## config.mk

```make
export PLATFORM = sky130hd
export DESIGN_NAME = mediant_rational_approximator
export DESIGN_NICKNAME = d
export VERILOG_FILES = /design/src/mra_pkg.sv /design/src/mediant_rational_approximator.sv /design/src/mra_mul.sv /design/src/mra_dp.sv /design/src/mra_ctrl.sv
export SDC_FILE = /design/constraint.sdc
export NUM_CORES = 2
export LEC_CHECK = 0
export ABC_CLOCK_PERIOD_IN_PS = 13900
export BUFFER_PORTS_ARGS = -buffer_cell sky130_fd_sc_hd__buf_2
export CAP_MARGIN = 20
export CORE_MARGIN = 8
export CORE_UTILIZATION = 35
export DETAILED_ROUTE_END_ITERATION = 10
export PLACE_DENSITY_LB_ADDON = 0.1
export SYNTH_ARGS = -nofsm -noshare
export SYNTH_HDL_FRONTEND = slang
export SYNTH_SLANG_ARGS = --single-unit
```

## constraint.sdc

```tcl
create_clock -name i_clk -period 13.9 [get_ports i_clk]
set_input_delay 2.78 -clock i_clk [delete_from_list [all_inputs] [get_ports i_clk]]
set_output_delay 2.78 -clock i_clk [all_outputs]
set_load 0.02 [all_outputs]
```

## src/mra_pkg.sv

```systemverilog
package mra_pkg;

    // term and target widths
    localparam int TERM_W    = 48;
    localparam int FRAC_BITS = 32;
    localparam int TARGET_W  = FRAC_BITS + 1;
    localparam int LIMIT_W   = 7;
    localparam int MAX_STEPS = 64;

    // scaled error |target*den - num*2^frac| needs target plus term bits
    localparam int ERR_W = TARGET_W + TERM_W;

    // multiplier chunking: a operand in A_CHUNKS digits, b operand in B_CHUNKS digits
    localparam int A_CHUNKS  = 3;
    localparam int A_CHUNK_W = (ERR_W + A_CHUNKS - 1) / A_CHUNKS;
    localparam int B_CHUNKS  = 2;
    localparam int B_CHUNK_W = (TERM_W + B_CHUNKS - 1) / B_CHUNKS;
    localparam int PP_W      = A_CHUNK_W + B_CHUNK_W;
    localparam int ACC_W     = A_CHUNKS * A_CHUNK_W + B_CHUNKS * B_CHUNK_W;
    localparam int SH_W      = $clog2(ACC_W);

    // stream payload layout
    localparam int IN_W     = ((TARGET_W + LIMIT_W + 7) / 8) * 8;
    localparam int REL_W    = 2;
    localparam int OUT_BITS = LIMIT_W + 6 * TERM_W + REL_W + 1;
    localparam int OUT_W    = ((OUT_BITS + 7) / 8) * 8;

    // relation codes
    localparam logic [REL_W-1:0] REL_EQ    = 2'd0;
    localparam logic [REL_W-1:0] REL_BELOW = 2'd1;
    localparam logic [REL_W-1:0] REL_ABOVE = 2'd2;

    // multiplier operand selection
    localparam logic [1:0] MSEL_TGT_AD  = 2'd0;
    localparam logic [1:0] MSEL_ERR_PD  = 2'd1;
    localparam logic [1:0] MSEL_PERR_AD = 2'd2;

    // controller to datapath commands
    typedef struct packed {
        logic       load;
        logic       med;
        logic       err;
        logic       save_p2;
        logic       cmp;
        logic       emit;
        logic       mul_start;
        logic [1:0] mul_sel;
    } t_cmd;

    // datapath to controller status
    typedef struct packed {
        logic mul_done;
        logic first;
        logic last;
        logic limit_zero;
        logic out_busy;
    } t_stat;

endpackage

```

## src/mediant_rational_approximator.sv

```systemverilog
// Stern-Brocot rational approximation of a target fraction (33-bit, 2^32 = 1.0). Each accepted
// request starts from bounds 0/1 and 1/1 and produces one result per mediant step, up to the
// step limit (saturated to 64; a limit of 0 gives no result), stopping early when the mediant
// equals the target; tlast marks the final result. One request is worked on at a time and the
// input is ready again once the final result sits in the output register. A single shared
// multiplier computes one 27x24-bit partial product per cycle, so each cross product passes
// through start, six partial products, final accumulate and done; every step after the first
// adds two extra products for the error-growth check, and a stalled output delays the emit.
module mediant_rational_approximator (
    input  logic                      i_clk,
    input  logic                      i_rst_n,
    input  logic                      i_s_axis_tvalid,
    output logic                      o_s_axis_tready,
    // target [32:0], step_limit [39:33]
    input  logic [mra_pkg::IN_W-1:0]  i_s_axis_tdata,
    output logic                      o_m_axis_tvalid,
    input  logic                      i_m_axis_tready,
    // step_index [6:0], lower_num [54:7], lower_den [102:55], upper_num [150:103],
    // upper_den [198:151], approx_num [246:199], approx_den [294:247],
    // relation [296:295], error_grew [297], zero fill above
    output logic [mra_pkg::OUT_W-1:0] o_m_axis_tdata,
    output logic                      o_m_axis_tlast
);
    import mra_pkg::*;

    t_cmd  w_cmd;
    t_stat w_stat;

    mra_ctrl u_ctrl (
        .i_clk      (i_clk),
        .i_rst_n    (i_rst_n),
        .i_s_tvalid (i_s_axis_tvalid),
        .o_s_tready (o_s_axis_tready),
        .i_stat     (w_stat),
        .o_cmd      (w_cmd)
    );

    mra_dp u_dp (
        .i_clk      (i_clk),
        .i_rst_n    (i_rst_n),
        .i_cmd      (w_cmd),
        .o_stat     (w_stat),
        .i_in_data  (i_s_axis_tdata),
        .o_m_tvalid (o_m_axis_tvalid),
        .i_m_tready (i_m_axis_tready),
        .o_m_tdata  (o_m_axis_tdata),
        .o_m_tlast  (o_m_axis_tlast)
    );

endmodule

```

## src/mra_mul.sv

```systemverilog
module mra_mul (
    input  logic                       i_clk,
    input  logic                       i_rst_n,
    input  logic                       i_start,
    input  logic [mra_pkg::ERR_W-1:0]  i_a,
    input  logic [mra_pkg::TERM_W-1:0] i_b,
    output logic                       o_done,
    output logic [mra_pkg::ACC_W-1:0]  o_prod
);
    import mra_pkg::*;

    localparam int IA_W = (A_CHUNKS > 1) ? $clog2(A_CHUNKS) : 1;
    localparam int JB_W = (B_CHUNKS > 1) ? $clog2(B_CHUNKS) : 1;

    logic [A_CHUNKS-1:0][A_CHUNK_W-1:0] r_a;
    logic [B_CHUNKS-1:0][B_CHUNK_W-1:0] r_b;
    logic [IA_W-1:0]  r_ia;
    logic [JB_W-1:0]  r_jb;
    logic             r_issue;
    logic             r_pv;
    logic             r_plast;
    logic             r_done;
    logic [PP_W-1:0]  r_prod;
    logic [SH_W-1:0]  r_sh;
    logic [ACC_W-1:0] r_acc;
    logic             w_issue_last;

    assign w_issue_last = (r_ia == IA_W'(A_CHUNKS - 1)) && (r_jb == JB_W'(B_CHUNKS - 1));

    // sequencing of partial products
    always_ff @(posedge i_clk) begin
        if (!i_rst_n) begin
            r_issue <= 1'b0;
            r_pv    <= 1'b0;
            r_plast <= 1'b0;
            r_done  <= 1'b0;
        end else begin
            if (i_start) begin
                r_issue <= 1'b1;
            end else if (r_issue && w_issue_last) begin
                r_issue <= 1'b0;
            end
            r_pv    <= r_issue;
            r_plast <= r_issue && w_issue_last;
            if (i_start) begin
                r_done <= 1'b0;
            end else if (r_pv && r_plast) begin
                r_done <= 1'b1;
            end
        end
    end

    // operand digits, one partial product a cycle, shifted accumulate
    always_ff @(posedge i_clk) begin
        r_prod <= PP_W'(r_a[r_ia]) * PP_W'(r_b[r_jb]);
        r_sh   <= SH_W'(r_ia) * SH_W'(A_CHUNK_W) + SH_W'(r_jb) * SH_W'(B_CHUNK_W);
        if (i_start) begin
            r_a   <= (A_CHUNKS * A_CHUNK_W)'(i_a);
            r_b   <= (B_CHUNKS * B_CHUNK_W)'(i_b);
            r_ia  <= '0;
            r_jb  <= '0;
            r_acc <= '0;
        end else begin
            if (r_issue) begin
                if (r_ia == IA_W'(A_CHUNKS - 1)) begin
                    r_ia <= '0;
                    r_jb <= r_jb + 1'b1;
                end else begin
                    r_ia <= r_ia + 1'b1;
                end
            end
            if (r_pv) begin
                r_acc <= r_acc + (ACC_W'(r_prod) << r_sh);
            end
        end
    end

    assign o_done = r_done;
    assign o_prod = r_acc;

endmodule

```

## src/mra_dp.sv

```systemverilog
module mra_dp (
    input  logic                      i_clk,
    input  logic                      i_rst_n,
    input  mra_pkg::t_cmd             i_cmd,
    output mra_pkg::t_stat            o_stat,
    input  logic [mra_pkg::IN_W-1:0]  i_in_data,
    output logic                      o_m_tvalid,
    input  logic                      i_m_tready,
    output logic [mra_pkg::OUT_W-1:0] o_m_tdata,
    output logic                      o_m_tlast
);
    import mra_pkg::*;

    logic [TARGET_W-1:0] r_tgt;
    logic [LIMIT_W-1:0]  r_lim;
    logic [LIMIT_W-1:0]  r_step;
    logic                r_first;
    logic [TERM_W-1:0]   r_ln, r_ld, r_un, r_ud;
    logic [TERM_W-1:0]   r_an, r_ad, r_pd;
    logic [ERR_W-1:0]    r_err, r_perr;
    logic [REL_W-1:0]    r_rel;
    logic                r_grew;
    logic [ACC_W-1:0]    r_p2;
    logic                r_out_valid;
    logic                r_out_last;
    logic [OUT_W-1:0]    r_out_data;

    logic [LIMIT_W-1:0]  w_lim_in;
    logic [LIMIT_W-1:0]  w_lim_sat;
    logic [ERR_W-1:0]    w_mul_a;
    logic [TERM_W-1:0]   w_mul_b;
    logic                w_mul_done;
    logic [ACC_W-1:0]    w_prod;
    logic [ERR_W-1:0]    w_p1, w_y, w_diff;
    logic                w_ge;
    logic [REL_W-1:0]    w_rel;
    logic                w_last;

    // step limit from the request, saturated
    assign w_lim_in  = i_in_data[TARGET_W +: LIMIT_W];
    assign w_lim_sat = (w_lim_in > LIMIT_W'(MAX_STEPS)) ? LIMIT_W'(MAX_STEPS) : w_lim_in;

    // multiplier operand selection
    always_comb begin
        case (i_cmd.mul_sel)
            MSEL_TGT_AD: begin
                w_mul_a = ERR_W'(r_tgt);
                w_mul_b = r_ad;
            end
            MSEL_ERR_PD: begin
                w_mul_a = r_err;
                w_mul_b = r_pd;
            end
            default: begin
                w_mul_a = r_perr;
                w_mul_b = r_ad;
            end
        endcase
    end

    mra_mul u_mul (
        .i_clk   (i_clk),
        .i_rst_n (i_rst_n),
        .i_start (i_cmd.mul_start),
        .i_a     (w_mul_a),
        .i_b     (w_mul_b),
        .o_done  (w_mul_done),
        .o_prod  (w_prod)
    );

    // cross-multiplied compare of target*den against num*2^frac
    assign w_p1   = w_prod[ERR_W-1:0];
    assign w_y    = ERR_W'({r_an, {FRAC_BITS{1'b0}}});
    assign w_ge   = (w_p1 >= w_y);
    assign w_diff = w_ge ? (w_p1 - w_y) : (w_y - w_p1);
    assign w_rel  = (w_p1 == w_y) ? REL_EQ : (w_ge ? REL_ABOVE : REL_BELOW);
    assign w_last = (r_rel == REL_EQ) || (r_step == r_lim);

    // per-target state: bounds, step count, previous mediant denominator
    always_ff @(posedge i_clk) begin
        if (!i_rst_n) begin
            r_tgt   <= '0;
            r_lim   <= '0;
            r_step  <= '0;
            r_first <= 1'b1;
            r_ln    <= '0;
            r_ld    <= TERM_W'(1);
            r_un    <= TERM_W'(1);
            r_ud    <= TERM_W'(1);
            r_pd    <= TERM_W'(1);
        end else if (i_cmd.load) begin
            r_tgt   <= i_in_data[TARGET_W-1:0];
            r_lim   <= w_lim_sat;
            r_step  <= '0;
            r_first <= 1'b1;
            r_ln    <= '0;
            r_ld    <= TERM_W'(1);
            r_un    <= TERM_W'(1);
            r_ud    <= TERM_W'(1);
            r_pd    <= TERM_W'(1);
        end else begin
            if (i_cmd.med) begin
                r_step <= r_step + 1'b1;
            end
            if (i_cmd.emit) begin
                if (r_rel == REL_BELOW) begin
                    r_un <= r_an;
                    r_ud <= r_ad;
                end else if (r_rel == REL_ABOVE) begin
                    r_ln <= r_an;
                    r_ld <= r_ad;
                end
                r_pd    <= r_ad;
                r_first <= 1'b0;
            end
        end
    end

    // step working values
    always_ff @(posedge i_clk) begin
        if (i_cmd.med) begin
            r_an <= r_ln + r_un;
            r_ad <= r_ld + r_ud;
        end
        if (i_cmd.err) begin
            r_err  <= w_diff;
            r_rel  <= w_rel;
            r_grew <= 1'b0;
        end
        if (i_cmd.save_p2) begin
            r_p2 <= w_prod;
        end
        if (i_cmd.cmp) begin
            r_grew <= (r_p2 > w_prod);
        end
        if (i_cmd.emit) begin
            r_perr <= r_err;
        end
    end

    // output register
    always_ff @(posedge i_clk) begin
        if (!i_rst_n) begin
            r_out_valid <= 1'b0;
        end else if (i_cmd.emit) begin
            r_out_valid <= 1'b1;
        end else if (i_m_tready) begin
            r_out_valid <= 1'b0;
        end
    end

    always_ff @(posedge i_clk) begin
        if (i_cmd.emit) begin
            r_out_last <= w_last;
            r_out_data <= OUT_W'({r_grew, r_rel, r_ad, r_an, r_ud, r_un, r_ld, r_ln, r_step});
        end
    end

    assign o_m_tvalid = r_out_valid;
    assign o_m_tdata  = r_out_data;
    assign o_m_tlast  = r_out_last;

    // status
    assign o_stat.mul_done   = w_mul_done;
    assign o_stat.first      = r_first;
    assign o_stat.last       = w_last;
    assign o_stat.limit_zero = (w_lim_in == '0);
    assign o_stat.out_busy   = r_out_valid && !i_m_tready;

endmodule

```

## src/mra_ctrl.sv

```systemverilog
module mra_ctrl (
    input  logic           i_clk,
    input  logic           i_rst_n,
    input  logic           i_s_tvalid,
    output logic           o_s_tready,
    input  mra_pkg::t_stat i_stat,
    output mra_pkg::t_cmd  o_cmd
);
    import mra_pkg::*;

    localparam logic [3:0] S_IDLE = 4'd0;
    localparam logic [3:0] S_MED  = 4'd1;
    localparam logic [3:0] S_M1   = 4'd2;
    localparam logic [3:0] S_W1   = 4'd3;
    localparam logic [3:0] S_ERR  = 4'd4;
    localparam logic [3:0] S_M2   = 4'd5;
    localparam logic [3:0] S_W2   = 4'd6;
    localparam logic [3:0] S_M3   = 4'd7;
    localparam logic [3:0] S_W3   = 4'd8;
    localparam logic [3:0] S_CMP  = 4'd9;
    localparam logic [3:0] S_EMIT = 4'd10;

    logic [3:0] r_state;
    logic [3:0] n_state;

    always_ff @(posedge i_clk) begin
        if (!i_rst_n) begin
            r_state <= S_IDLE;
        end else begin
            r_state <= n_state;
        end
    end

    assign o_s_tready = (r_state == S_IDLE);

    // step sequencing: mediant, error multiply, growth check (skipped on the first step), emit
    always_comb begin
        n_state = r_state;
        o_cmd   = '0;
        o_cmd.mul_sel = MSEL_TGT_AD;
        case (r_state)
            S_IDLE: begin
                if (i_s_tvalid) begin
                    o_cmd.load = 1'b1;
                    if (!i_stat.limit_zero) begin
                        n_state = S_MED;
                    end
                end
            end
            S_MED: begin
                o_cmd.med = 1'b1;
                n_state   = S_M1;
            end
            S_M1: begin
                o_cmd.mul_start = 1'b1;
                o_cmd.mul_sel   = MSEL_TGT_AD;
                n_state         = S_W1;
            end
            S_W1: begin
                if (i_stat.mul_done) begin
                    n_state = S_ERR;
                end
            end
            S_ERR: begin
                o_cmd.err = 1'b1;
                n_state   = i_stat.first ? S_EMIT : S_M2;
            end
            S_M2: begin
                o_cmd.mul_start = 1'b1;
                o_cmd.mul_sel   = MSEL_ERR_PD;
                n_state         = S_W2;
            end
            S_W2: begin
                if (i_stat.mul_done) begin
                    n_state = S_M3;
                end
            end
            S_M3: begin
                o_cmd.save_p2   = 1'b1;
                o_cmd.mul_start = 1'b1;
                o_cmd.mul_sel   = MSEL_PERR_AD;
                n_state         = S_W3;
            end
            S_W3: begin
                if (i_stat.mul_done) begin
                    n_state = S_CMP;
                end
            end
            S_CMP: begin
                o_cmd.cmp = 1'b1;
                n_state   = S_EMIT;
            end
            S_EMIT: begin
                if (!i_stat.out_busy) begin
                    o_cmd.emit = 1'b1;
                    n_state    = i_stat.last ? S_IDLE : S_MED;
                end
            end
            default: begin
                n_state = S_IDLE;
            end
        endcase
    end

endmodule

```

; Yosys cells after proc, flatten, opt, wreduce, memory -nomap -nowiden
; Index checks and enable logic that the tools add are counted.
[op_classes]
addsub = 9
mul = 3
order_cmp = 5
eq_ne = 22
n_shift = 1
mux = 34
bitwise_logic = 2
reduce_logical = 19
[ops]
columns = operator, n
row1 = $pmux W81 S2, 1
row2 = $add A129 B129 Y129, 1
row3 = $gt A129 B129 Y1, 1
row4 = $shl A51 B8 Y129, 1
row5 = $add A48 B48 Y48, 2
row6 = $eq A81 B80 Y1, 1
row7 = $ge A81 B80 Y1, 1
row8 = $mux W81, 1
row9 = $sub A80 B81 Y81, 1
row10 = $sub A81 B80 Y81, 1
row11 = $bmux W27 S2, 1
row12 = $mul A27 B24 Y51, 1
row13 = $mux W24, 2
row14 = $mux W48, 1
row15 = $pmux W4 S11, 1
row16 = $mux W4, 7
row17 = $mux W27, 1
row18 = $eq A4 B3 Y1 const B, 4
row19 = $mux W1, 15
row20 = $eq A4 B4 Y1 const B, 3
row21 = $pmux W3 S3, 1
row22 = $add A7 B6 Y8, 1
row23 = $eq A4 B2 Y1 const B, 2
row24 = $add A7 B1 Y7 const B, 1
row25 = other kinds (27), 43
[totals]
reg_bits = 1306
output_inout_bits = 307
wordCells = 129

; Depth between registers and ports, before layout
[logic_depth]
ltp_word = 5
ltp_mapped = 35

; Cells and area by module
; From an unflattened synthesis, not the netlist that was laid out.
[hier_totals]
cells_unflattened = 9566
hier_area_um2 = 91440.2
[modules_own_cells]
columns = mod, instances, cells_per_inst, area_each_um2, seq_area_each_um2
row1 = mra_dp, 1, 4427, 47752.0, 26475.4
row2 = mra_mul, 1, 5082, 43244.0, 7757.4
row3 = mra_ctrl, 1, 57, 444.2, 80.1

; Least setup slack after synthesis
; No wires, ideal clock.
[synth_path]
path_type = input -> register
start = input i_m_axis_tready
end = register u_dp.r_out_data[0], in the netlist u_dp.o_m_tdata[0], enable pin
setup_time_ns = 0.894
arrival_ns = 13.860
required_ns = 13.006
setup_slack_ns = -0.854
path_stages = 5
path_buffers = 2
cell_sequence = nor2b_1 or3_1 clkbuf_1 clkinv_1 clkbuf_1
[synth_rtl]
columns = element, line_no
row1 = start: declaration, mediant_rational_approximator.sv:17  ; input logic i_m_axis_tready,
row2 = end signal: assignment, mra_dp.sv:155  ; r_out_data <= OUT_W'({r_grew, r_rel, r_ad, r_an, r_ud, r_un, r_ld, r_ln, r_step});
row3 = end: declaration, mra_dp.sv:26  ; logic [OUT_W-1:0] r_out_data;

; Worst setup path after layout
[layout_path]
start = register u_dp.u_mul.r_ia[0]
end = register u_dp.u_mul.r_prod[49]
[layout_via]
elab_chain_cells = 3
[layout_lines]
columns = element, line_no
row1 = start: declaration, mra_mul.sv:17  ; logic [IA_W-1:0] r_ia;
row2 = start signal: assignment, mra_mul.sv:69  ; r_ia <= r_ia + 1'b1;
row3 = $bmux W27 S2, mra_mul.sv:55  ; r_prod <= PP_W'(r_a[r_ia]) * PP_W'(r_b[r_jb]);
row4 = $mux W27 (not written as such), mra_mul.sv:55
row5 = $mul A27 B24 Y51, mra_mul.sv:55
row6 = end signal: assignment, mra_mul.sv:55
row7 = end: declaration, mra_mul.sv:23  ; logic [PP_W-1:0] r_prod;
; Every way passes these cells. The select of a mux whose other input is x is not followed.
; A chain may end at the register's enable or synchronous reset.

==> flow_summary.ini <==
[sta]
tightestPinTransition_ns = 1.15
period_minus_slack_ns = 9.90
finalSetupViolCount = 0
maxSlewHeadroom_pct = 23.2
fin_skew_ns = 0.111
hold_violations = 0
timing.setup.tns_ns = 0
fmax_mhz = 101
drv_slew = 0
rsz0062_at_grt = no
period_share_pct = 71.2

[place]
place_congestion = 0.924
hpwl_um = 255000
io_buffer_count = 344

[clock_tree]
cts-buffers-inserted = 153
clkSlewWorstSetupHoldPaths_ns = 0.06
ctsResizeCount = 0
root_buffer = clkbuf_16
cts_tree = done
clock_path_buffers = 3
insertion_delay_ns = 0.86
htreeDepth = 4
post_cts_buffers = 0
cts_hold_buf = 0
clkSinkCount = 1305

[die]
rows = 186
start_util_pct = 35.2
die_h_um = 524
die_x_um = 524
die_area_mm2 = 0.274
core-area_mm2 = 0.256
ioPinCount = 351

[yosys]
synth.distinct_cells = 93
netlist_area_mm2 = 0.0902
seq_area_frac_synth_pct = 38.1
synth.avg_cell_area_um2 = 9.53
synthFlopType = edfxtp_1
syn-instance-count = 9465
synthArstFlopShare_pct = 0
synth-seq-cells = 1305
ys_warn_count = 0
synth_edf_count = 818

[setup_path]
critPathKind = reg2reg
cpMaxStageDelayCell = a21oi_2
crit_fanout = 27
cpMostUsedCell = fa_1
cpPeakStageDelay_ns = 0.81
startpoint = u_dp.u_mul.r_ia[0]$_SDFFE_PP0P_
crit_required_ns = 14.60
endpoint_kind = register
cp.arrival_ns = 10.60
r2r_start = u_dp.u_mul.r_ia[0]$_SDFFE_PP0P_
cp-start-kind = register

[final_layout]
nets = 10883
fillers = 25661
drive_above_1_share_pct = 8.92
areaGrowthSynthToFinish_pct = 11.6

[job]
maxCapViolCount = 0

[route]
wl_per_cell_um = 25.1
vias = 70254
drc = 0
ant_nets = 0
via_per_inst = 5.33
drt_iter0_drc = 5785
dr.pass1.iters = 6
wl_um = 331000

[global_route]
grt_use_total_pct = 23.4
grt_pass1_vias = 69994
grt_pass1_wl_um = 480000
antenna_found_initial = 10
grt_max_degree = 91
grt.overflow.total = 0

[outcome]
status = completed

[min_path]
hold_path_class = reg2reg
min_from = u_dp.r_grew$_SDFFCE_PN0P_
[stage by stage]
| stage | hold slack, ns | worst slack, ns | area [um2] | std cells | utilization [%] |
|---|---|---|---|---|---|
| floorplan | 0.400 | 4.73 | 90200 | 9470 | - |
| global placement | 0.421 | 4.08 | 95300 | 12881 | 37.2 |
| detailed placement | 0.405 | 3.91 | 95300 | 12881 | 37.2 |
| CTS | 0.418 | 3.87 | 101000 | 13167 | 39.2 |
| global route | 0.450 | 3.37 | 101000 | 13169 | 39.2 |
| finish | 0.418 | 4.00 | 101000 | 13175 | 39.2 |
[final cells by class]
cell class,instances,area [um2],share of cell area (%)
multi-input combinational,6793,50600,50.2
sequential,1305,34300,34.1
tap,3384,4230,4.21
clock buffer,199,4210,4.19
inverter,917,3460,3.43
timing repair buffer,482,2760,2.74
clock inverter,87,1090,1.08
antenna,8,20.0,0.0199
[kinds of logic after synthesis]
| kind of cell | synth area share, % |
|---|---|
| AND/OR/NAND/NOR | 13.7 |
| AO/OA/AOI/OAI | 14.1 |
| buffers and inverters | 6.00 |
| flip-flops | 38.1 |
| adder cells (fa/ha/maj) | 21.1 |
| XOR/XNOR | 3.34 |
| multiplexers | 3.70 |
| other | 0.00416 |
[per-layer routing]
metal,global-route usage [%],wire (um),vias up
met1,31.2,144000,35076
met5,0,13,-
met2,39.0,157000,2045
met3,2.90,15800,435
met4,8.54,13700,2
li1,-,-,32696
[state kept, by name, summed over array words and instances (netlist names), 51 cells and up]
register,cells
u_dp.u_mul.r_a,81
u_dp.r_p2,129
u_dp.u_mul.r_prod,51
u_dp.o_m_tdata,298
u_dp.r_err,81
u_dp.u_mul.o_prod,129
u_dp.r_perr,81
[Yosys cell counts (34+ instances only)]
| cell | instances | area (um2) |
|---|---|---|
| mux2i_1 | 214 | 2140 |
| o21ai_0 | 382 | 1910 |
| nand4_1 | 130 | 813 |
| mux4_2 | 34 | 766 |
| a21oi_1 | 777 | 3890 |
| fa_1 | 553 | 11100 |
| nand3_1 | 94 | 470 |
| xor2_1 | 121 | 1060 |
| xnor2_1 | 223 | 1950 |
| a31oi_1 | 51 | 319 |
| o21a_1 | 40 | 300 |
| inv_1 | 911 | 3420 |
| o22ai_1 | 44 | 275 |
| ha_1 | 634 | 7930 |
| buf_1 | 51 | 191 |
| dfxtp_1 | 487 | 9750 |
| nor2_1 | 784 | 2940 |
| edfxtp_1 | 818 | 24600 |
| a21boi_0 | 62 | 465 |
| o21bai_1 | 100 | 751 |
| nand2b_1 | 64 | 400 |
| nand2_1 | 1540 | 5780 |
| and2_1 | 60 | 375 |
| nor3_1 | 56 | 280 |
| a22o_1 | 61 | 534 |
| clkbuf_1 | 370 | 1390 |
| nor2b_1 | 58 | 363 |
| a21o_1 | 290 | 2180 |
[worst paths after layout]
kind                                         to  slack [ns]  cells after the start
setup / recovery  u_dp.u_mul.r_prod[49]$_DFF_P_        4.00                     29
hold / removal    u_dp.o_m_tdata[297]$_DFFE_PP_        0.42                      0
setup reg to reg  u_dp.u_mul.r_prod[49]$_DFF_P_        4.00                     29
hold reg to reg   u_dp.o_m_tdata[297]$_DFFE_PP_        0.42                      0
[worst max-delay path: cells and delay by family, from the launching register on]
family	cells	cell delay, ns
adder cells (fa/ha/maj)	8	3.99
buffers and inverters	5	0.70
multiplexers	1	0.27
AO/OA/AOI/OAI	8	3.06
XOR/XNOR	1	0.15
AND/OR/NAND/NOR	6	1.14
flip-flops	1	0.44
[cell usage in the layout (no fill, tap or decap), drive strengths merged, types with 34 or more instances in the layout]
| cell type | count |
|---|---|
| xnor2 | 223 |
| a31oi | 51 |
| ha | 634 |
| buf | 482 |
| a22o | 61 |
| nand2 | 1540 |
| fa | 553 |
| mux2i | 214 |
| nand4 | 130 |
| dfxtp | 487 |
| nand2b | 64 |
| nand3 | 94 |
| o21bai | 101 |
| edfxtp | 818 |
| nor3 | 56 |
| a21o | 290 |
| and2 | 61 |
| xor2 | 121 |
| nor2b | 58 |
| o21ai | 386 |
| a21oi | 779 |
| mux4 | 34 |
| o21a | 40 |
| a21boi | 62 |
| mux2 | 38 |
| inv | 917 |
| o22ai | 44 |
| clkinv | 67 |
| clkbuf | 199 |
| nor2 | 784 |
Power is not shown: default switching activity piles up to over one toggle a cycle in this logic, so the estimate is an artifact.
